$ cat config.mk
export PLATFORM = sky130hd
export DESIGN_NAME = detrial_out_fifo
export DESIGN_NICKNAME = d
export VERILOG_FILES = /design/src/design/detrial_pkg.sv /design/src/design/detrial_out_fifo.sv
export SDC_FILE = /design/constraint.sdc
export NUM_CORES = 1
export LEC_CHECK = 0
export ABC_AREA = 1
export CORE_MARGIN = 2
export CORE_UTILIZATION = 30
export CTS_CLUSTER_SIZE = 10
export DETAILED_ROUTE_END_ITERATION = 16
export DONT_BUFFER_PORTS = 1
export PLACE_DENSITY = 0.4
export SLEW_MARGIN = 10
export SYNTH_ARGS = -nofsm -noshare
export SYNTH_HDL_FRONTEND = slang
export SYNTH_SLANG_ARGS = --single-unit
$ cat constraint.sdc
create_clock -name clk -period 9.3 [get_ports clk]
set_clock_uncertainty 0.1 [all_clocks]
set_input_delay 0.93 -clock clk [delete_from_list [all_inputs] [get_ports clk]]
set_output_delay 0.93 -clock clk [all_outputs]
set_load 0.05 [all_outputs]
$ cat src/design/detrial_pkg.sv
// shared types and constants for the differential evolution trial engine
// no dependencies; imported by the engine, the result queue and the top level
`default_nettype none

package detrial_pkg;

  // command codes carried in the input tuser
  localparam logic [1:0] CMD_LOAD  = 2'd0;
  localparam logic [1:0] CMD_TRIAL = 2'd1;
  localparam logic [1:0] CMD_BEST  = 2'd2;

  // status codes carried in the output tuser
  localparam logic [1:0] STAT_OK    = 2'd0;
  localparam logic [1:0] STAT_DUP   = 2'd1;
  localparam logic [1:0] STAT_RANGE = 2'd2;

  // configuration register indexes
  localparam logic [1:0] CFG_MUT_FACTOR = 2'd0;
  localparam logic [1:0] CFG_CROSS_RATE = 2'd1;
  localparam logic [1:0] CFG_POP_IN_USE = 2'd2;
  localparam logic [1:0] CFG_DIMS_IN_USE = 2'd3;

  localparam int IN_TDATA_W  = 112;
  localparam int OUT_TDATA_W = 64;

  typedef struct packed {
    logic [1:0]         cmd;
    logic [5:0]         member;
    logic [2:0]         dim_index;
    logic signed [15:0] load_value;
    logic [5:0]         donor_base;
    logic [5:0]         donor_plus;
    logic [5:0]         donor_minus;
    logic [63:0]        cross_draws;
  } trial_item_t;

  typedef struct packed {
    logic [1:0]         status;
    logic               accepted;
    logic [5:0]         member_index;
    logic [33:0]        fitness;
    logic [2:0]         component_index;
    logic signed [15:0] component_value;
    logic               last;
  } result_beat_t;

  typedef enum logic [3:0] {
    S_IDLE,
    S_DISPATCH,
    S_TRIAL,
    S_DECIDE,
    S_WRITE,
    S_SCAN,
    S_BEST_RD,
    S_BEST_OUT,
    S_EMIT
  } eng_state_t;

endpackage

`default_nettype wire

$ cat src/design/detrial_out_fifo.sv
// two-entry result queue between the engine and the output stream
// depends on detrial_pkg for the result beat type
`default_nettype none

module detrial_out_fifo
  import detrial_pkg::*;
(
  input  wire logic         clk,
  input  wire logic         rst_n,
  input  wire logic         push_valid,
  output logic              push_ready,
  input  result_beat_t      push_beat,
  output logic              pop_valid,
  input  wire logic         pop_ready,
  output result_beat_t      pop_beat
);

  result_beat_t slot_r [2];
  logic         wp_r, rp_r;
  logic [1:0]   cnt_r;
  logic         do_push, do_pop;

  assign push_ready = (cnt_r != 2'd2);
  assign pop_valid  = (cnt_r != 2'd0);
  assign pop_beat   = slot_r[rp_r];
  assign do_push    = push_valid && push_ready;
  assign do_pop     = pop_valid && pop_ready;

  always_ff @(posedge clk) begin
    if (do_push) begin
      slot_r[wp_r] <= push_beat;
    end
  end

  always_ff @(posedge clk) begin
    if (!rst_n) begin
      wp_r  <= 1'b0;
      rp_r  <= 1'b0;
      cnt_r <= 2'd0;
    end else begin
      if (do_push) begin
        wp_r <= ~wp_r;
      end
      if (do_pop) begin
        rp_r <= ~rp_r;
      end
      case ({do_push, do_pop})
        2'b10:   cnt_r <= cnt_r + 2'd1;
        2'b01:   cnt_r <= cnt_r - 2'd1;
        default: cnt_r <= cnt_r;
      endcase
    end
  end

endmodule

`default_nettype wire

==> results of run 1 <==
==> power groups by stage <==
stage	combinational, µW	sequential (µW)	clock [µW]
6_report	450	754	620
5_1_grt	471	762	668
4_1_cts	461	755	646
3_5_place_dp	461	767	0
3_3_place_gp	460	765	0
2_1_floorplan	446	754	0
==> state kept, by name (all words and copies together) (netlist names), named ones only <==
| name | flops |
|---|---|
| rp_r | 1 |
| slot_r | 126 |
| wp_r | 1 |
| cnt_r | 2 |
==> cell families after synthesis <==
| logic type | share of synthesized area |
|---|---|
| flops | 0.764 |
| mux | 0.184 |
| simple gates | 0.0170 |
| buf+inv | 0.0295 |
| compound gates | 0.00344 |
| fa+ha+maj | 0.00246 |
==> critical path: stages, from the launching register on <==
cell	delay, ns
dfxtp_4	0.64
buf_4	0.72
mux2_2	0.54
==> metal layers <==
metal  GRT usage  share of wire
met5           0              0
met4      0.0456          0.014
met3      0.0627           0.10
met2       0.158           0.50
met1       0.107           0.38
==> through the flow <==
step / power [µW] / instances / hold slack [ns] / util
after global routing: 1900 / 480 / 0.464 / 0.351
after detailed placement: 1230 / 448 / 0.386 / 0.318
after floorplan: 1200 / 232 / 0.351 / -
final: 1820 / 480 / 0.394 / 0.351
after CTS: 1860 / 480 / 0.401 / 0.351
after global placement: 1230 / 448 / 0.373 / 0.318
==> cells in the final DEF (no fill, tap or decap), types with 2 or more instances in the layout <==
master / n
edfxtp_1: 126
mux2_4: 60
clkbuf_16: 17
nand2_1: 10
nor2_1: 8
clkinv_2: 5
inv_1: 4
dfxtp_1: 4
mux2_2: 3
clkinvlp_4: 3
clkbuf_1: 3
buf_4: 3
nor2_4: 2
clkinv_1: 2
bufinv_16: 2
==> area by class of cell <==
cell class | instances | area (µm²)
Tap cell | 220 | 275
Fill cell | 1599 | 10800
Inverter | 5 | 18.8
Sequential cell | 131 | 3890
Multi-Input combinational cell | 89 | 1070
Clock buffer | 20 | 437
Clock inverter | 12 | 115
Timing Repair Buffer | 3 | 22.5
==> worst min path at each step <==
stage / startpoint / slack, ns / endpoint / depth (start not counted)
after global placement: rp_r$_SDFFE_PN0P_ / 0.37 / rp_r$_SDFFE_PN0P_ / 2
final: rp_r$_SDFFE_PN0P_ / 0.39 / rp_r$_SDFFE_PN0P_ / 2
after floorplan: rp_r$_SDFFE_PN0P_ / 0.35 / flop / 2
after global routing: rp_r$_SDFFE_PN0P_ / 0.46 / flop / 2
after detailed placement: rp_r$_SDFFE_PN0P_ / 0.39 / rp_r$_SDFFE_PN0P_ / 2
after CTS: rp_r$_SDFFE_PN0P_ / 0.40 / rp_r$_SDFFE_PN0P_ / 2
==> qor.yml, run 1 <==
status:
  status: "completed"
die:
  io_pins: 132
  core_region_area_mm2: 0.0166
  dieHeight_um: 134
  die-area_mm2: 0.0180
  fp.dieW_um: 134
  start_util: 0.307
  rows: 47
synth:
  synth_area_leader_cell: "edfxtp_1"
  synth_top_area_frac: 0.744
  postSynthAreaPerCell_um2: 21.9
  synth_common_cells: "edfxtp_1, mux2_4, nand2_1, nor2_1, buf_12"
  ys_seq_area_frac: 0.764
  ys_warn_count: 0
  ys_top_cells_by_area: "edfxtp_1, mux2_4, buf_12"
  syn-cell-area_mm2: 0.00508
  syn_nets: 300
  async_flop_share: 0
  synth-main-ff-cell: "edfxtp_1"
  synth_seq_cells: 131
  synthDistinctLibCells: 16
  yosysMostFrequentCell: "edfxtp_1"
  netlist_instances: 232
  synth_edf_count: 126
grt:
  track_usage: 0.100
  grt_pass1_wl_um: 13000
  grt_max_degree: 65
  grt_pass1_vias: 2260
  antenna_found_initial: 0
  grt_overflow: 0
finish:
  design_area_mm2: 0.00582
  diodes: 0
  synthToLayoutAreaGrowth_pct: 14.5
  finalNetCount: 315
  drive_above_1_share: 0.373
critical_path:
  worstPathArrival_ns: 2.35
  rrSetupSlack_ns: 6.75
  worstSetupPathType: "reg2out"
  rr_endpoint: "slot_r[0][17]$_DFFE_PP_"
  crit_end: "pop_beat[52]"
  cp_max_fo: 41
  crit_path_end_kind: "primary output"
  r2r-start: "cnt_r[0]$_SDFFE_PN0P_"
  r2r_cells: 5
  required_ns: 8.27
  start_kind: "flop"
clock_tree:
  cts_resized: 0
  cts_made_buffers: 17
  clkLatencyLatePin_ns: 0.41
  cts_buffer_depth: 2
  cts_sinks: 131
  cts_root_buffer: "clkbuf_16"
  hold_buffers: 0
  postCtsSetupBuffers: 0
  clkTransAtPathRegs_ns: 0.06
  cts_tree: "yes"
  cts_htree_levels: 4
sta:
  final.setup.tns_ns: 0
  fin_ws_ns: 5.92
  setup_viol: 0
  slew_violations: 0
  layout_min_cycle_time_ns: 3.38
  max_freq_mhz: 296
  max_slew_margin: 0.382
  rsz0062_at_grt: "false"
  worst_pin_slew_ns: 0.927
  fin_crit_sh: 0.364
  hold_viol: 0
power:
  sw_frac_of_total: 0.323
  seq_power_share: 0.413
  p_int_uw: 1230
  p_clk_frac: 0.340
  switching_power_uw: 590
  leakagePower_uw: 0.00202
  pwr-share-comb: 0.247
  ir_drop_mv: 0.119
  p_per_area_mw_per_mm2: 313
place:
  hpwl_um: 5020
  io_buffers: 0
  placed_area_mm2: 0.00527
  pre_cts_ws_ns: 6.27
  routabilityCongestion: 0.596
route:
  routed_wl_um: 8630
  drt_iter0_markers: 144
  via_per_inst: 4.23
  drc_errors: 0
  detail-route-antenna-nets: 0
  first_pass_iters: 3
  via_count: 2030
  wl_per_cell_um: 18.0
worst_hold_path:
  holdCritPathClass: "reg2reg"
job:
  cap_violations: 0
Note: power is estimated with default switching activity, not from simulation.
==> run 2: changes to the inputs <==
--- a/config.mk
+++ b/config.mk
@@ -11,7 +11,7 @@
 export CTS_CLUSTER_SIZE = 10
 export DETAILED_ROUTE_END_ITERATION = 16
 export DONT_BUFFER_PORTS = 1
-export PLACE_DENSITY = 0.4
+export PLACE_DENSITY = 0.41
 export SLEW_MARGIN = 10
 export SYNTH_ARGS = -nofsm -noshare
 export SYNTH_HDL_FRONTEND = slang
==> constraint.sdc (replaced) <==
create_clock -name clk -period 3.1 [get_ports clk]
set_clock_uncertainty 0.1 [all_clocks]
set_input_delay 0.31 -clock clk [delete_from_list [all_inputs] [get_ports clk]]
set_output_delay 0.31 -clock clk [all_outputs]
set_load 0.05 [all_outputs]
==> run 2 against run 1 <==
Compared with the run above:
- register-to-register slack got worse by 5.9 ns
- sequential power increased to 3.0 times the previous value
- die area unchanged
- worst hold slack got worse by 0.30 ns
- combinational power increased to 3.2 times the previous value
- first-iteration DRC count decreased by 19%
- routed wire length increased by 2.6%
- global-route usage increased by 0.34 points
- power increased to 3.1 times the previous value
- sequential share of layout area decreased by 7.3 points
- design area increased by 12%
- critical endpoint is now pop_beat[57]
==> qor.yml, run 2 (synthesis gave the netlist of run 1 again) <==
finish:
  largest_reg_flops: 126  # unchanged
  regArea_mm2: 0.00389  # unchanged
  diodes: 0  # unchanged
  layout.cells.most_common: "edfxtp_1"
  layout_common_cells: "edfxtp_1, dlygate4sd3_1, mux2_4"
  synthToLayoutAreaGrowth_pct: 28.6
  finalNetCount: 383  # +22%
  fillCellCount: 1570  # -1.8%
  top_register: "slot_r"
  reg.largest.list: "slot_r: 126 flops, cnt_r: 2 flops"
  multi_input_area_mm2: 0.00107  # unchanged
  drive_above_1_share: 0.299  # -0.0743
route:
  wl_per_cell_um: 16.2  # -10%
  first_pass_iters: 4  # +1
  detail-route-antenna-nets: 0  # unchanged
  routed_wl_um: 8850  # +2.6%
  via_count: 2326  # +15%
  drt_iter0_markers: 117  # -19%
  drc_errors: 0  # unchanged
  via_per_inst: 4.24  # +0.36%
sta:
  layout_min_cycle_time_ns: 2.30
  worst_pin_slew_ns: 0.519  # -0.408 ns
  max_freq_mhz: 435
  slew_violations: 0  # unchanged
  hold_viol: 0  # unchanged
  final.setup.tns_ns: 0  # unchanged
  setup_viol: 0  # unchanged
  max_slew_margin: 0.654  # +0.272
  fin_crit_sh: 0.742
  fin_ws_ns: 0.801  # -5.12 ns
  rsz0062_at_grt: "false"
critical_path:
  cp_max_fo: 35  # -15%
  rr_endpoint: "slot_r[0][48]$_DFFE_PP_"
  start_kind: "flop"
  worstSetupPathType: "reg2out"
  crit_slowest_cell: "dfxtp_4"
  r2r_cells: 5  # unchanged
  path_cells: "buf_12, mux2_2"
  r2r-start: "cnt_r[0]$_SDFFE_PN0P_"
  crit_path_end_kind: "primary output"
  worstPathArrival_ns: 1.89  # -0.46 ns
  slowest_delay_ns: 0.61  # -0.11 ns
  cpLargestDelayFamily: "flip-flops"
  required_ns: 2.69  # -5.58 ns
  rrSetupSlack_ns: 0.86  # -5.89 ns
  path_buf_inv: 1  # unchanged
power:
  p_per_area_mw_per_mm2: 869  # +180%
  leakagePower_uw: 0.00233  # +15%
  ir_drop_mv: 0.334  # +180%
clock_tree:
  clkTransAtPathRegs_ns: 0.05  # about the same
  cts_tree: "yes"
  cts_buffer_depth: 2  # unchanged
  cts_sinks: 131  # unchanged
  cts_root_buffer: "clkbuf_16"
  cts_htree_levels: 4  # unchanged
  clkLatencyLatePin_ns: 0.41  # about the same
  cts_made_buffers: 17  # unchanged
die:
  fp.dieW_um: 134  # unchanged
  rows: 47  # unchanged
  start_util: 0.307  # unchanged
  io_pins: 132  # unchanged
  core_region_area_mm2: 0.0166  # unchanged
  dieHeight_um: 134  # unchanged
  die-area_mm2: 0.0180  # unchanged
place:
  pre_cts_ws_ns: 0.845  # -5.43 ns
  io_buffers: 0  # unchanged
  hpwl_um: 5380  # +7.3%
  routabilityCongestion: 0.660  # +11%
status:
  status: "completed"
grt:
  grt_max_degree: 36  # -45%
  track_usage: 0.104  # +0.00344
  grt_pass1_wl_um: 13300  # +2.8%
  antenna_found_initial: 0  # unchanged
  grt_pass1_vias: 2465  # +9.1%
  grt_overflow: 0  # unchanged
worst_hold_path:
  holdPathEnd: "rp_r$_SDFFE_PN0P_"
  holdCritPathClass: "in2reg"
  min-delay-start: "pop_ready"
  min_path_cells: 3  # +1
job:
  cap_violations: 0  # unchanged
-- run 2: changes by cell type in the layout (fill, tap and decap cells not counted), sizes merged --
cell and delta:
buf +3, clkinvlp -3, clkbuf +6, bufinv +1
dlygate4sd3 +65, clkinv -4
-- run 2: stage by stage --
stage          cells  hold slack, ns  power, µW  utilization  area, µm²
6_report         548          0.0926       5680        0.394       6540
2_1_floorplan    232           0.309       3590            -       5090
3_5_place_dp     451           0.309       3700        0.320       5310
4_1_cts          548          0.0663       5770        0.394       6540
3_3_place_gp     451           0.309       3680        0.320       5310
5_1_grt          548           0.126       5920        0.394       6540
-- run 2: power by group --
| group | total [µW] | leakage, µW | switching [µW] | internal (µW) |
|---|---|---|---|---|
| combinational | 1460 | 0.000829 | 1030 | 429 |
| sequential | 2260 | 0.00122 | 83.8 | 2170 |
| clock | 1970 | 0.000286 | 668 | 1300 |
-- run 2: timing repair --
item,4_1_cts,5_1_grt
resized for setup,0,0
buffers inserted,0,0
hold buffers,65,0
hold endpoints to repair,131,0
-- run 2: final cells by class --
class	instances	share of cell area
Tap cell	220	0.0421
Inverter	5	0.00287
Clock buffer	26	0.0733
Multi-Input combinational cell	89	0.163
Timing Repair Buffer	71	0.108
Sequential cell	131	0.594
Clock inverter	6	0.0161
-- run 2: layer usage --
layer,vias up,part of all wire,global-route usage
li1,1069,-,-
met4,0,0.020,0.0596
met3,13,0.083,0.0484
met5,-,0,0
met2,90,0.49,0.165
met1,1154,0.41,0.115
-- run 2: worst min-delay path, delay by kind of cell --
family / cells / cell delay (ns)
AOI/OAI and AO/OA: 1 / 0.13
and+or+nand+nor: 2 / 0.13
-- run 2: worst max-delay path by stage --
stage,cells past startpoint,end,slack (ns),from
detailed placement,5,slot_r[1][56]$_DFFE_PP_,0.84,cnt_r[0]$_SDFFE_PN0P_
floorplan,4,slot_r[1][0]$_DFFE_PP_,-0.11,cnt_r[0]$_SDFFE_PN0P_
finish,2,pop_beat[57],0.80,flop
CTS,2,pop_beat[57],0.73,flop
global route,2,pop_beat[57],0.69,flop
global placement,5,slot_r[0][46]$_DFFE_PP_,0.90,cnt_r[0]$_SDFFE_PN0P_
