--- src/design/detrial_pkg.sv ---
// shared types and constants for the differential evolution trial engine
// no dependencies; imported by the engine, the result queue and the top level
`default_nettype none

package detrial_pkg;

  // command codes carried in the input tuser
  localparam logic [1:0] CMD_LOAD  = 2'd0;
  localparam logic [1:0] CMD_TRIAL = 2'd1;
  localparam logic [1:0] CMD_BEST  = 2'd2;

  // status codes carried in the output tuser
  localparam logic [1:0] STAT_OK    = 2'd0;
  localparam logic [1:0] STAT_DUP   = 2'd1;
  localparam logic [1:0] STAT_RANGE = 2'd2;

  // configuration register indexes
  localparam logic [1:0] CFG_MUT_FACTOR = 2'd0;
  localparam logic [1:0] CFG_CROSS_RATE = 2'd1;
  localparam logic [1:0] CFG_POP_IN_USE = 2'd2;
  localparam logic [1:0] CFG_DIMS_IN_USE = 2'd3;

  localparam int IN_TDATA_W  = 112;
  localparam int OUT_TDATA_W = 64;

  typedef struct packed {
    logic [1:0]         cmd;
    logic [5:0]         member;
    logic [2:0]         dim_index;
    logic signed [15:0] load_value;
    logic [5:0]         donor_base;
    logic [5:0]         donor_plus;
    logic [5:0]         donor_minus;
    logic [63:0]        cross_draws;
  } trial_item_t;

  typedef struct packed {
    logic [1:0]         status;
    logic               accepted;
    logic [5:0]         member_index;
    logic [33:0]        fitness;
    logic [2:0]         component_index;
    logic signed [15:0] component_value;
    logic               last;
  } result_beat_t;

  typedef enum logic [3:0] {
    S_IDLE,
    S_DISPATCH,
    S_TRIAL,
    S_DECIDE,
    S_WRITE,
    S_SCAN,
    S_BEST_RD,
    S_BEST_OUT,
    S_EMIT
  } eng_state_t;

endpackage

`default_nettype wire

--- src/design/detrial_engine.sv ---
// command sequencer and datapath: loads, trial read-modify-write, best-member scan
// depends on detrial_pkg; drives detrial_pop_ram ports and feeds the result queue
`default_nettype none

module detrial_engine
  import detrial_pkg::*;
#(
  parameter int MAX_MEMBERS = 64,
  parameter int MAX_DIMS = 8,
  localparam int AW = $clog2(MAX_MEMBERS * MAX_DIMS)
) (
  input  wire logic          clk,
  input  wire logic          rst_n,
  input  wire logic          in_valid,
  output logic               in_ready,
  input  trial_item_t        in_item,
  input  wire logic [9:0]    mut_factor,
  input  wire logic [8:0]    cross_rate,
  input  wire logic [6:0]    p_eff,
  input  wire logic [3:0]    d_eff,
  output logic               we,
  output logic [AW-1:0]      waddr,
  output logic [15:0]        wdata,
  output logic               re_a,
  output logic [AW-1:0]      addr_a,
  input  wire logic [15:0]   rd_a,
  output logic               re_b,
  output logic [AW-1:0]      addr_b,
  input  wire logic [15:0]   rd_b,
  output logic               res_valid,
  input  wire logic          res_ready,
  output result_beat_t       res_beat
);

  localparam int MW = $clog2(MAX_MEMBERS);

  function automatic logic [AW-1:0] row_addr(input logic [MW-1:0] m, input logic [2:0] j);
    row_addr = AW'(m) * AW'(MAX_DIMS) + AW'(j);
  endfunction

  eng_state_t state_r, state_nxt;
  trial_item_t item_r;
  result_beat_t res_r;

  logic signed [15:0] rda_s, rdb_s;
  logic [6:0] p_last;
  logic [2:0] d_last;
  logic load_ok, rng_ok, distinct;

  // trial pipeline
  logic [2:0] iss_j_r;
  logic iss_ph_r, iss_done_r;
  logic v1_r, v2_r, v3_r, v4_r, v5_r;
  logic [2:0] j1_r, j2_r, j3_r, j4_r, j5_r;
  logic signed [16:0] diff_r;
  logic signed [27:0] prod_r;
  logic signed [15:0] base_r, tgt_r, tri_r, tgt3_r;
  logic [31:0] sq_tri_r, sq_tgt_r;
  logic [33:0] acc_tri_r, acc_tgt_r;
  logic signed [15:0] tri_vec_r [8];
  logic [2:0] wr_j_r;
  logic signed [27:0] rnd_c;
  logic signed [19:0] q_c;
  logic signed [20:0] v_c;
  logic signed [15:0] sat_c, tri_c;
  logic [7:0] draw_c;
  logic signed [31:0] sq_tri_c, sq_tgt_c;
  logic trial_win;

  // best scan
  logic [6:0] sc_i_r;
  logic [1:0] sc_k_r;
  logic sc_done_r;
  logic bv1_r, blast1_r, bodd1_r, bv2_r, blast2_r;
  logic [6:0] bi1_r, bi2_r;
  logic [31:0] sqa_r, sqb_r;
  logic [33:0] msum_r, best_fit_r, scan_sum;
  logic [6:0] best_idx_r;
  logic [2:0] out_j_r;
  logic [3:0] odd_j;
  logic scan_odd_ok, scan_last_pair, scan_fin;
  logic signed [31:0] sqa_c, sqb_c;

  assign rda_s  = rd_a;
  assign rdb_s  = rd_b;
  assign p_last = p_eff - 7'd1;
  assign d_last = 3'(d_eff - 4'd1);

  assign load_ok = ({1'b0, item_r.member} < p_eff) && ({1'b0, item_r.dim_index} < d_eff);
  assign rng_ok  = ({1'b0, item_r.member} < p_eff) && ({1'b0, item_r.donor_base} < p_eff)
                && ({1'b0, item_r.donor_plus} < p_eff) && ({1'b0, item_r.donor_minus} < p_eff);
  assign distinct = (item_r.donor_base != item_r.member) && (item_r.donor_plus != item_r.member)
                 && (item_r.donor_minus != item_r.member)
                 && (item_r.donor_base != item_r.donor_plus)
                 && (item_r.donor_base != item_r.donor_minus)
                 && (item_r.donor_plus != item_r.donor_minus);

  // mutation rounding is round half up on 1/256, then saturate to 16 bits
  assign rnd_c  = prod_r + 28'sd128;
  assign q_c    = rnd_c[27:8];
  assign v_c    = 21'(base_r) + 21'(q_c);
  assign sat_c  = (v_c > 21'sd32767) ? 16'sh7fff :
                  (v_c < -21'sd32768) ? 16'sh8000 : v_c[15:0];
  assign draw_c = item_r.cross_draws[{j3_r, 3'b000} +: 8];
  assign tri_c  = ({1'b0, draw_c} > cross_rate) ? tgt_r : sat_c;
  assign sq_tri_c = tri_r * tri_r;
  assign sq_tgt_c = tgt3_r * tgt3_r;
  assign trial_win = acc_tri_r < acc_tgt_r;

  assign odd_j          = {1'b0, sc_k_r, 1'b1};
  assign scan_odd_ok    = odd_j < d_eff;
  assign scan_last_pair = (odd_j + 4'd1) >= d_eff;
  assign sqa_c    = rda_s * rda_s;
  assign sqb_c    = rdb_s * rdb_s;
  assign scan_sum = msum_r + 34'(sqa_r) + 34'(sqb_r);
  assign scan_fin = bv2_r && blast2_r && (bi2_r == p_last);

  // next state
  always_comb begin
    state_nxt = state_r;
    case (state_r)
      S_IDLE: begin
        if (in_valid) state_nxt = S_DISPATCH;
      end
      S_DISPATCH: begin
        case (item_r.cmd)
          CMD_LOAD:  state_nxt = S_EMIT;
          CMD_TRIAL: state_nxt = (rng_ok && distinct) ? S_TRIAL : S_EMIT;
          CMD_BEST:  state_nxt = S_SCAN;
          default:   state_nxt = S_EMIT;
        endcase
      end
      S_TRIAL: begin
        if (v5_r && (j5_r == d_last)) state_nxt = S_DECIDE;
      end
      S_DECIDE: state_nxt = trial_win ? S_WRITE : S_EMIT;
      S_WRITE: begin
        if (wr_j_r == d_last) state_nxt = S_EMIT;
      end
      S_SCAN: begin
        if (scan_fin) state_nxt = S_BEST_RD;
      end
      S_BEST_RD: state_nxt = S_BEST_OUT;
      S_BEST_OUT: begin
        if (res_ready) state_nxt = (out_j_r == d_last) ? S_IDLE : S_BEST_RD;
      end
      S_EMIT: begin
        if (res_ready) state_nxt = S_IDLE;
      end
      default: state_nxt = S_IDLE;
    endcase
  end

  // memory ports and result handshake
  always_comb begin
    in_ready  = 1'b0;
    we        = 1'b0;
    waddr     = '0;
    wdata     = '0;
    re_a      = 1'b0;
    addr_a    = '0;
    re_b      = 1'b0;
    addr_b    = '0;
    res_valid = 1'b0;
    res_beat  = '0;
    case (state_r)
      S_IDLE: in_ready = 1'b1;
      S_DISPATCH: begin
        if ((item_r.cmd == CMD_LOAD) && load_ok) begin
          we    = 1'b1;
          waddr = row_addr(MW'(item_r.member), item_r.dim_index);
          wdata = item_r.load_value;
        end
      end
      S_TRIAL: begin
        if (!iss_done_r) begin
          re_a = 1'b1;
          re_b = 1'b1;
          if (!iss_ph_r) begin
            addr_a = row_addr(MW'(item_r.donor_plus), iss_j_r);
            addr_b = row_addr(MW'(item_r.donor_minus), iss_j_r);
          end else begin
            addr_a = row_addr(MW'(item_r.donor_base), iss_j_r);
            addr_b = row_addr(MW'(item_r.member), iss_j_r);
          end
        end
      end
      S_WRITE: begin
        we    = 1'b1;
        waddr = row_addr(MW'(item_r.member), wr_j_r);
        wdata = tri_vec_r[wr_j_r];
      end
      S_SCAN: begin
        if (!sc_done_r) begin
          re_a   = 1'b1;
          re_b   = 1'b1;
          addr_a = row_addr(MW'(sc_i_r), {sc_k_r, 1'b0});
          addr_b = scan_odd_ok ? row_addr(MW'(sc_i_r), {sc_k_r, 1'b1})
                               : row_addr(MW'(sc_i_r), {sc_k_r, 1'b0});
        end
      end
      S_BEST_RD: begin
        re_a   = 1'b1;
        addr_a = row_addr(MW'(best_idx_r), out_j_r);
      end
      S_BEST_OUT: begin
        res_valid                = 1'b1;
        res_beat.status          = STAT_OK;
        res_beat.member_index    = best_idx_r[5:0];
        res_beat.fitness         = best_fit_r;
        res_beat.component_index = out_j_r;
        res_beat.component_value = rda_s;
        res_beat.last            = (out_j_r == d_last);
      end
      S_EMIT: begin
        res_valid = 1'b1;
        res_beat  = res_r;
      end
      default: ;
    endcase
  end

  // control state
  always_ff @(posedge clk) begin
    if (!rst_n) begin
      state_r <= S_IDLE;
      v1_r    <= 1'b0;
      v2_r    <= 1'b0;
      v3_r    <= 1'b0;
      v4_r    <= 1'b0;
      v5_r    <= 1'b0;
      bv1_r   <= 1'b0;
      bv2_r   <= 1'b0;
    end else begin
      state_r <= state_nxt;
      v1_r    <= (state_r == S_TRIAL) && !iss_done_r && !iss_ph_r;
      v2_r    <= v1_r;
      v3_r    <= v2_r;
      v4_r    <= v3_r;
      v5_r    <= v4_r;
      bv1_r   <= (state_r == S_SCAN) && !sc_done_r;
      bv2_r   <= bv1_r;
    end
  end

  // datapath
  always_ff @(posedge clk) begin
    if ((state_r == S_IDLE) && in_valid) begin
      item_r <= in_item;
    end

    if (state_r == S_DISPATCH) begin
      res_r              <= '0;
      res_r.member_index <= item_r.member;
      res_r.last         <= 1'b1;
      iss_j_r    <= 3'd0;
      iss_ph_r   <= 1'b0;
      iss_done_r <= 1'b0;
      acc_tri_r  <= '0;
      acc_tgt_r  <= '0;
      sc_i_r     <= 7'd0;
      sc_k_r     <= 2'd0;
      sc_done_r  <= 1'b0;
      msum_r     <= '0;
      out_j_r    <= 3'd0;
      case (item_r.cmd)
        CMD_LOAD: begin
          res_r.status          <= load_ok ? STAT_OK : STAT_RANGE;
          res_r.component_index <= item_r.dim_index;
          res_r.component_value <= item_r.load_value;
        end
        CMD_TRIAL: res_r.status <= rng_ok ? STAT_DUP : STAT_RANGE;
        CMD_BEST:  res_r.status <= STAT_OK;
        default: begin
          res_r.status       <= STAT_RANGE;
          res_r.member_index <= 6'd0;
        end
      endcase
    end

    // two reads per issue cycle: donors plus/minus, then base/target
    if ((state_r == S_TRIAL) && !iss_done_r) begin
      iss_ph_r <= ~iss_ph_r;
      if (iss_ph_r) begin
        if (iss_j_r == d_last) iss_done_r <= 1'b1;
        else iss_j_r <= iss_j_r + 3'd1;
      end
    end
    j1_r <= iss_j_r;
    j2_r <= j1_r;
    j3_r <= j2_r;
    j4_r <= j3_r;
    j5_r <= j4_r;
    if (v1_r) begin
      diff_r <= 17'(rda_s) - 17'(rdb_s);
    end
    if (v2_r) begin
      prod_r <= $signed({1'b0, mut_factor}) * diff_r;
      base_r <= rda_s;
      tgt_r  <= rdb_s;
    end
    if (v3_r) begin
      tri_r            <= tri_c;
      tgt3_r           <= tgt_r;
      tri_vec_r[j3_r]  <= tri_c;
    end
    if (v4_r) begin
      sq_tri_r <= sq_tri_c;
      sq_tgt_r <= sq_tgt_c;
    end
    if (v5_r) begin
      acc_tri_r <= acc_tri_r + 34'(sq_tri_r);
      acc_tgt_r <= acc_tgt_r + 34'(sq_tgt_r);
    end

    if (state_r == S_DECIDE) begin
      res_r.status   <= STAT_OK;
      res_r.accepted <= trial_win;
      res_r.fitness  <= trial_win ? acc_tri_r : acc_tgt_r;
      wr_j_r         <= 3'd0;
    end
    if (state_r == S_WRITE) begin
      wr_j_r <= wr_j_r + 3'd1;
    end

    // scan: one member row at a time, two components per read
    if ((state_r == S_SCAN) && !sc_done_r) begin
      if (scan_last_pair) begin
        sc_k_r <= 2'd0;
        if (sc_i_r == p_last) sc_done_r <= 1'b1;
        else sc_i_r <= sc_i_r + 7'd1;
      end else begin
        sc_k_r <= sc_k_r + 2'd1;
      end
    end
    bi1_r    <= sc_i_r;
    blast1_r <= scan_last_pair;
    bodd1_r  <= scan_odd_ok;
    bi2_r    <= bi1_r;
    blast2_r <= blast1_r;
    if (bv1_r) begin
      sqa_r <= sqa_c;
      sqb_r <= bodd1_r ? sqb_c : 32'd0;
    end
    if (bv2_r) begin
      if (blast2_r) begin
        msum_r <= '0;
        // strict compare keeps the first minimum
        if ((bi2_r == 7'd0) || (scan_sum < best_fit_r)) begin
          best_fit_r <= scan_sum;
          best_idx_r <= bi2_r;
        end
      end else begin
        msum_r <= scan_sum;
      end
    end

    if ((state_r == S_BEST_OUT) && res_ready) begin
      out_j_r <= out_j_r + 3'd1;
    end
  end

  // the target row is rewritten only for a strictly better trial
  a_write_only_on_win: assert property (@(posedge clk) disable iff (!rst_n)
    (state_r == S_WRITE) |-> trial_win)
    else $error("population row written without a winning trial");

  // decision waits until every component has left the pipeline
  a_decide_drained: assert property (@(posedge clk) disable iff (!rst_n)
    (state_r == S_DECIDE) |-> (!v1_r && !v2_r && !v3_r && !v4_r && !v5_r))
    else $error("trial decision taken with components in flight");

  // a stalled best-member beat keeps its component value
  a_best_hold: assert property (@(posedge clk) disable iff (!rst_n)
    ((state_r == S_BEST_OUT) && !res_ready) |=> (rd_a == $past(rd_a)))
    else $error("best-member component changed while stalled");

endmodule

`default_nettype wire

--- config.mk ---
export PLATFORM = sky130hd
export DESIGN_NAME = detrial_engine
export DESIGN_NICKNAME = d
export VERILOG_FILES = /design/src/design/detrial_pkg.sv /design/src/design/detrial_engine.sv
export SDC_FILE = /design/constraint.sdc
export NUM_CORES = 2
export LEC_CHECK = 0
export ABC_AREA = 1
export BUFFER_PORTS_ARGS = -buffer_cell sky130_fd_sc_hd__buf_4
export CAP_MARGIN = 5
export CORE_MARGIN = 2
export CORE_UTILIZATION = 45
export CTS_CLUSTER_DIAMETER = 30
export DETAILED_ROUTE_END_ITERATION = 10
export GPL_TIMING_DRIVEN = 1
export PLACE_DENSITY = 0.72
export SLEW_MARGIN = 5
export SYNTH_ARGS = -nofsm -noshare
export SYNTH_HDL_FRONTEND = slang
export SYNTH_SLANG_ARGS = --single-unit
--- constraint.sdc ---
create_clock -name clk -period 19.9 [get_ports clk]
set_clock_uncertainty 0.1 [all_clocks]
set_input_delay 1.99 -clock clk [delete_from_list [all_inputs] [get_ports clk]]
set_output_delay 1.99 -clock clk [all_outputs]
set_load 0.01 [all_outputs]
==> reports/results.env <==
CHAIN_OF_CELLS_FORMING_THE_CRITICAL_PATH='buf_4 > nand2_1 > inv_1 > fa_1 > fa_1 > fa_1 > fa_1 > fa_1 > inv_1 > fa_1 > inv_1 > ha_1 > nand2_1 > nor2_1 > inv_1 > nor2_1 > nand4_1 > nand3_1 > a21o_1 > a21oi_1 > nor2_1 > nor2_1'
CTS_INSERTED_BUFFERS=171
SYNTH.TOP_CELLS.BY_AREA='sky130_fd_sc_hd__fa_1 (27%), sky130_fd_sc_hd__edfxtp_1 (25%), sky130_fd_sc_hd__inv_1 (10%)'
CRIT_PATH_CELL_COUNT=22
HPWLAFTERDP_UM=187000
ROOT_BUFFER='sky130_fd_sc_hd__clkbuf_16'
IRDROPWORSTVDD_V=0.000266
DR_TOTAL_VIAS=62700
ROUTED_WL_UM=232000
WORST_PATH_MAX_DELAY_CELL='sky130_fd_sc_hd__fa_1'
SYNTH_LARGEST_AREA_CELL='sky130_fd_sc_hd__fa_1'
IOPINCOUNT=286
FINAL_CRITICAL_PATH_SETUP_SLACK_NS=12.61
DIE_W_UM=430
DRTANTENNAVIOLNETS=0
PORTBUFFERS=285
PATH_CLASS='primary input to flip-flop'
SYNTH_TOP_FLOP_CELL='sky130_fd_sc_hd__edfxtp_1'
MOSTFREQUENTLAYOUTCELLS='sky130_fd_sc_hd__inv_1 (2253), sky130_fd_sc_hd__nand2_1 (1679), sky130_fd_sc_hd__fa_1 (1121)'
ROUTE.DETAILED.DRC=0
NETLIST_INSTANCES=9139
WORST_SETUP_PATH_ENDPOINT='sqb_r[29]'
NETLIST_AREA_UM2=81800
CRIT_REQUIRED_NS=20.35
TIMING.FINAL.CRIT_SHARE_PCT=36.7
RSZ0062_AT_GRT='false'
GRT_REMAINING_OVERFLOW=0
POST_SYNTHESIS_ASYNC_SET_OR_RESET_FLOP_SHARE_PCT=0
WL_MET3_UM=16000
DPL-INSTANCE-AREA_UM2=86300
NUMBER_OF_SYNTHESIZED_FLOPS_WITH_AN_ENABLE_PIN=674
FINAL_NET_COUNT=11400
SETUP_VIOL=0
CORE_AREA_UM2=181000
TIMING_MAX_TRANSITION_VIOLATIONS_FINAL=0
TIMING.FINAL.HOLD_VIOLATIONS=0
PRE_CTS_SETUP_SLACK_NS=11.83
SETUP.WORST_PATH.START_CLASS='primary input'
WORST_SKEW_PAIR.LATE_LATENCY_NS=0.83
GRT_ANTENNA_BEFORE_REPAIR=11
CRIT_BUF_INV=5
CTS-HTREE-LEVELS=4
POSTLAYOUTCOREUTIL_PCT=51.1
DIE-AREA_UM2=185000
POST_ROUTE_CELLS_DRIVE_ABOVE_1_SHARE_PCT=7.42
CLOCK_TREE.BUFFER_DEPTH=3
ROWS=156
DETAILEDROUTE.FIRSTPASSITERATIONCOUNT=6
GRT_MAX_DEGREE=66
SYNTH.DISTINCT_CELLS=66
CTSHOLDBUFFERS=0
DRTITER0DRC=5139
MET2_WIRELENGTH_UM=110000
STARTING_DENSITY_OF_THE_CORE_PCT=45.2
DELAY_HEAVIEST_FAMILY_CP='adder cells'
TIMING.CRITICAL_PATH.FANOUT_MAX=24
GRT_FIRST_PASS_WIRELENGTH_UM=365000
HIGHEST-SIGNAL-LAYER='met5'
POWER.DENSITY_nW_PER_UM2=150
CTS_TREE='built'
VIAS_IN_THE_FIRST_GLOBAL_ROUTE=66100
CRIT_START='rd_b[15]'
TOTAL_LEAKAGE_POWER_nW=46.4
YS_FF_LATCH=734
SLEW-LIMIT-HEADROOM_PCT=19.7
AREAGROWTHSYNTHTOFINISH_PCT=13.0
POSTCTSSETUPREPAIRBUFS=0
POST-ROUTE-CELL-AREA_UM2=92400
WORST_SLEW_PIN_SLEW_NS=1.20
GP_CONGESTION=0.950
AVGROUTEDWIREPERCELL_UM=19.4
DATA_ARRIVAL_TIME_OF_THE_WORST_PATH_NS=7.75
SYNTH_SEQUENTIAL_AREA_RATIO_PCT=26.2
TIMING.REG2REG.SETUP_SLACK_NS=12.96
MOST_FREQUENT_STANDARD_CELL_IN_THE_LAYOUT_EXCLUDING_FILL_AND_TAP_CELLS='sky130_fd_sc_hd__inv_1'
CRIT_PATH_END_KIND='flip-flop'
ROUTE.DETAILED.VIAS_PER_INST=5.26
RR_ENDPOINT='sq_tri_r[27]'
CTS_RESIZED=0
YOSYS.AREA.TOP_TYPE_SHARE_PCT=27.4
MET1_WL_UM=92700
SYNTHESIS.AREA_PER_INSTANCE_UM2=8.95
CTS_SINKS=734
FF2FF_PATH_DEPTH=24
HOLDWS_NS=0.214
FINAL_PERIOD_MINUS_WORST_SETUP_SLACK_NS=7.29
CRITICAL_PATH.MOST_COMMON_CELL='sky130_fd_sc_hd__fa_1'
TOTALNEGATIVESETUPSLACK_NS=0
RR_STARTPOINT='tri_r[15]'
OUTCOME='complete, no violations'
MAX_STAGE_DELAY_NS=0.95
WORST_SETUP_HOLD_PATH_CLK_SLEW_NS=0.05
DIE_HEIGHT_UM=430
MAXCAPVIOLCOUNT=0
YOSYSWARNINGCOUNT=0
ACHIEVABLE-FREQUENCY_MHz=137
TRACK_USAGE_PCT=25.3
HOLD_PATH.CLASS='flip-flop to flip-flop'
## stage by stage
stage                     std cells  power, mW
after floorplan                9140       8.52
after global placement        11600       10.7
after detailed placement      11600       10.8
after CTS                     11900       13.8
after global routing          11900       15.1
final                         11900       13.9
## sequential cells by signal, summed over array words and instances, names as in the netlist, 31 cells and up, named ones only
| signal | flops |
|---|---|
| sq_tgt_r | 31 |
| tri_vec_r | 128 |
| acc_tri_r | 34 |
| acc_tgt_r | 34 |
| best_fit_r | 34 |
| item_r | 109 |
| sqb_r | 31 |
| msum_r | 34 |
| res_r | 62 |
| sqa_r | 31 |
| sq_tri_r | 31 |
## metal layers
layer | up-vias | track usage (%)
li1 | 29000 | -
met1 | 30900 | 31.8
met2 | 2358 | 42.3
met3 | 486 | 4.09
met4 | 8 | 12.7
met5 | - | 0
## synthesized netlist by cell type (13+ instances only)
cell and instances:
sky130_fd_sc_hd__clkbuf_1 222, sky130_fd_sc_hd__nor2_1 566, sky130_fd_sc_hd__o21bai_1 51, sky130_fd_sc_hd__edfxtp_1 674
sky130_fd_sc_hd__o221ai_1 31, sky130_fd_sc_hd__o21a_1 24, sky130_fd_sc_hd__a21o_1 46, sky130_fd_sc_hd__nand2_2 13
sky130_fd_sc_hd__nand3b_1 14, sky130_fd_sc_hd__nor3_1 65, sky130_fd_sc_hd__or2_2 15, sky130_fd_sc_hd__o211ai_1 23
sky130_fd_sc_hd__a221oi_1 13, sky130_fd_sc_hd__dfxtp_1 60, sky130_fd_sc_hd__xnor2_1 97, sky130_fd_sc_hd__nand2_1 1680
sky130_fd_sc_hd__o21ai_1 22, sky130_fd_sc_hd__ha_1 673, sky130_fd_sc_hd__o21ai_0 396, sky130_fd_sc_hd__mux2i_1 22
sky130_fd_sc_hd__inv_1 2253, sky130_fd_sc_hd__a21oi_1 432, sky130_fd_sc_hd__nand3_1 163, sky130_fd_sc_hd__fa_1 1121
sky130_fd_sc_hd__nand4_1 59, sky130_fd_sc_hd__nor4_1 26, sky130_fd_sc_hd__xor2_1 185, sky130_fd_sc_hd__a31oi_1 29
sky130_fd_sc_hd__o22ai_1 18
## power breakdown
group | total, mW | internal [mW] | switching [mW]
registers | 2.43 | 2.28 | 0.151
clock network | 2.92 | 1.92 | 1.01
logic | 8.51 | 3.04 | 5.47
total | 13.9 | 7.24 | 6.63
## layout make-up
class / count / area [µm²]
diodes: 10 / 25.0
clock inverters: 128 / 1650
multi-input cells: 5895 / 50900
well taps: 2370 / 2970
repair buffers: 326 / 2450
fillers: 16300 / 88300
flip-flops and latches: 734 / 21400
inverters: 2272 / 8530
clock buffers: 192 / 4460
## worst reg2reg max path: stages (launching register included)
cell	delay [ns]
sky130_fd_sc_hd__edfxtp_1	0.89
sky130_fd_sc_hd__clkinv_1	0.61
sky130_fd_sc_hd__nor2_1	0.31
sky130_fd_sc_hd__xnor2_1	0.10
sky130_fd_sc_hd__ha_1	0.20
sky130_fd_sc_hd__a31o_2	0.23
sky130_fd_sc_hd__fa_1	0.52
sky130_fd_sc_hd__fa_1	0.43
sky130_fd_sc_hd__fa_1	0.48
sky130_fd_sc_hd__fa_1	0.50
sky130_fd_sc_hd__inv_1	0.05
sky130_fd_sc_hd__fa_1	0.47
sky130_fd_sc_hd__inv_1	0.05
sky130_fd_sc_hd__ha_1	0.38
sky130_fd_sc_hd__nand2_1	0.12
sky130_fd_sc_hd__inv_1	0.08
sky130_fd_sc_hd__nand2_1	0.06
sky130_fd_sc_hd__nor3_1	0.38
sky130_fd_sc_hd__nand4_1	0.15
sky130_fd_sc_hd__nand3_1	0.18
sky130_fd_sc_hd__nand2_1	0.07
sky130_fd_sc_hd__nand3_1	0.12
sky130_fd_sc_hd__nand2_1	0.06
sky130_fd_sc_hd__nand2_1	0.07
sky130_fd_sc_hd__xor2_1	0.19
## logic make-up after synthesis
family                     after synthesis  share of synthesized area, %
adders and majority gates             1794                          37.7
xor gates and xnor gates               282                          3.02
muxes                                   22                         0.269
AOI/OAI and AO/OA                     1160                          8.13
and+or+nand+nor                       2635                          13.0
other                                    1                       0.00459
buffers and inverters                 2511                          11.6
DFF                                    734                          26.2
## how the worst min path moves through the flow
stage / from / to / slack [ns] / depth (start not counted)
2_1_floorplan: bi1_r[0] / bi2_r[0] / 0.21 / 0
3_3_place_gp: bi1_r[5] / bi2_r[5] / 0.21 / 0
3_5_place_dp: bi1_r[2] / bi2_r[2] / 0.21 / 0
4_1_cts: bi1_r[3] / bi2_r[3] / 0.22 / 0
5_1_grt: bi1_r[1] / bi2_r[1] / 0.23 / 0
6_report: j1_r[2] / j2_r[2] / 0.21 / 0
Note: power is estimated with default switching activity, not from simulation.
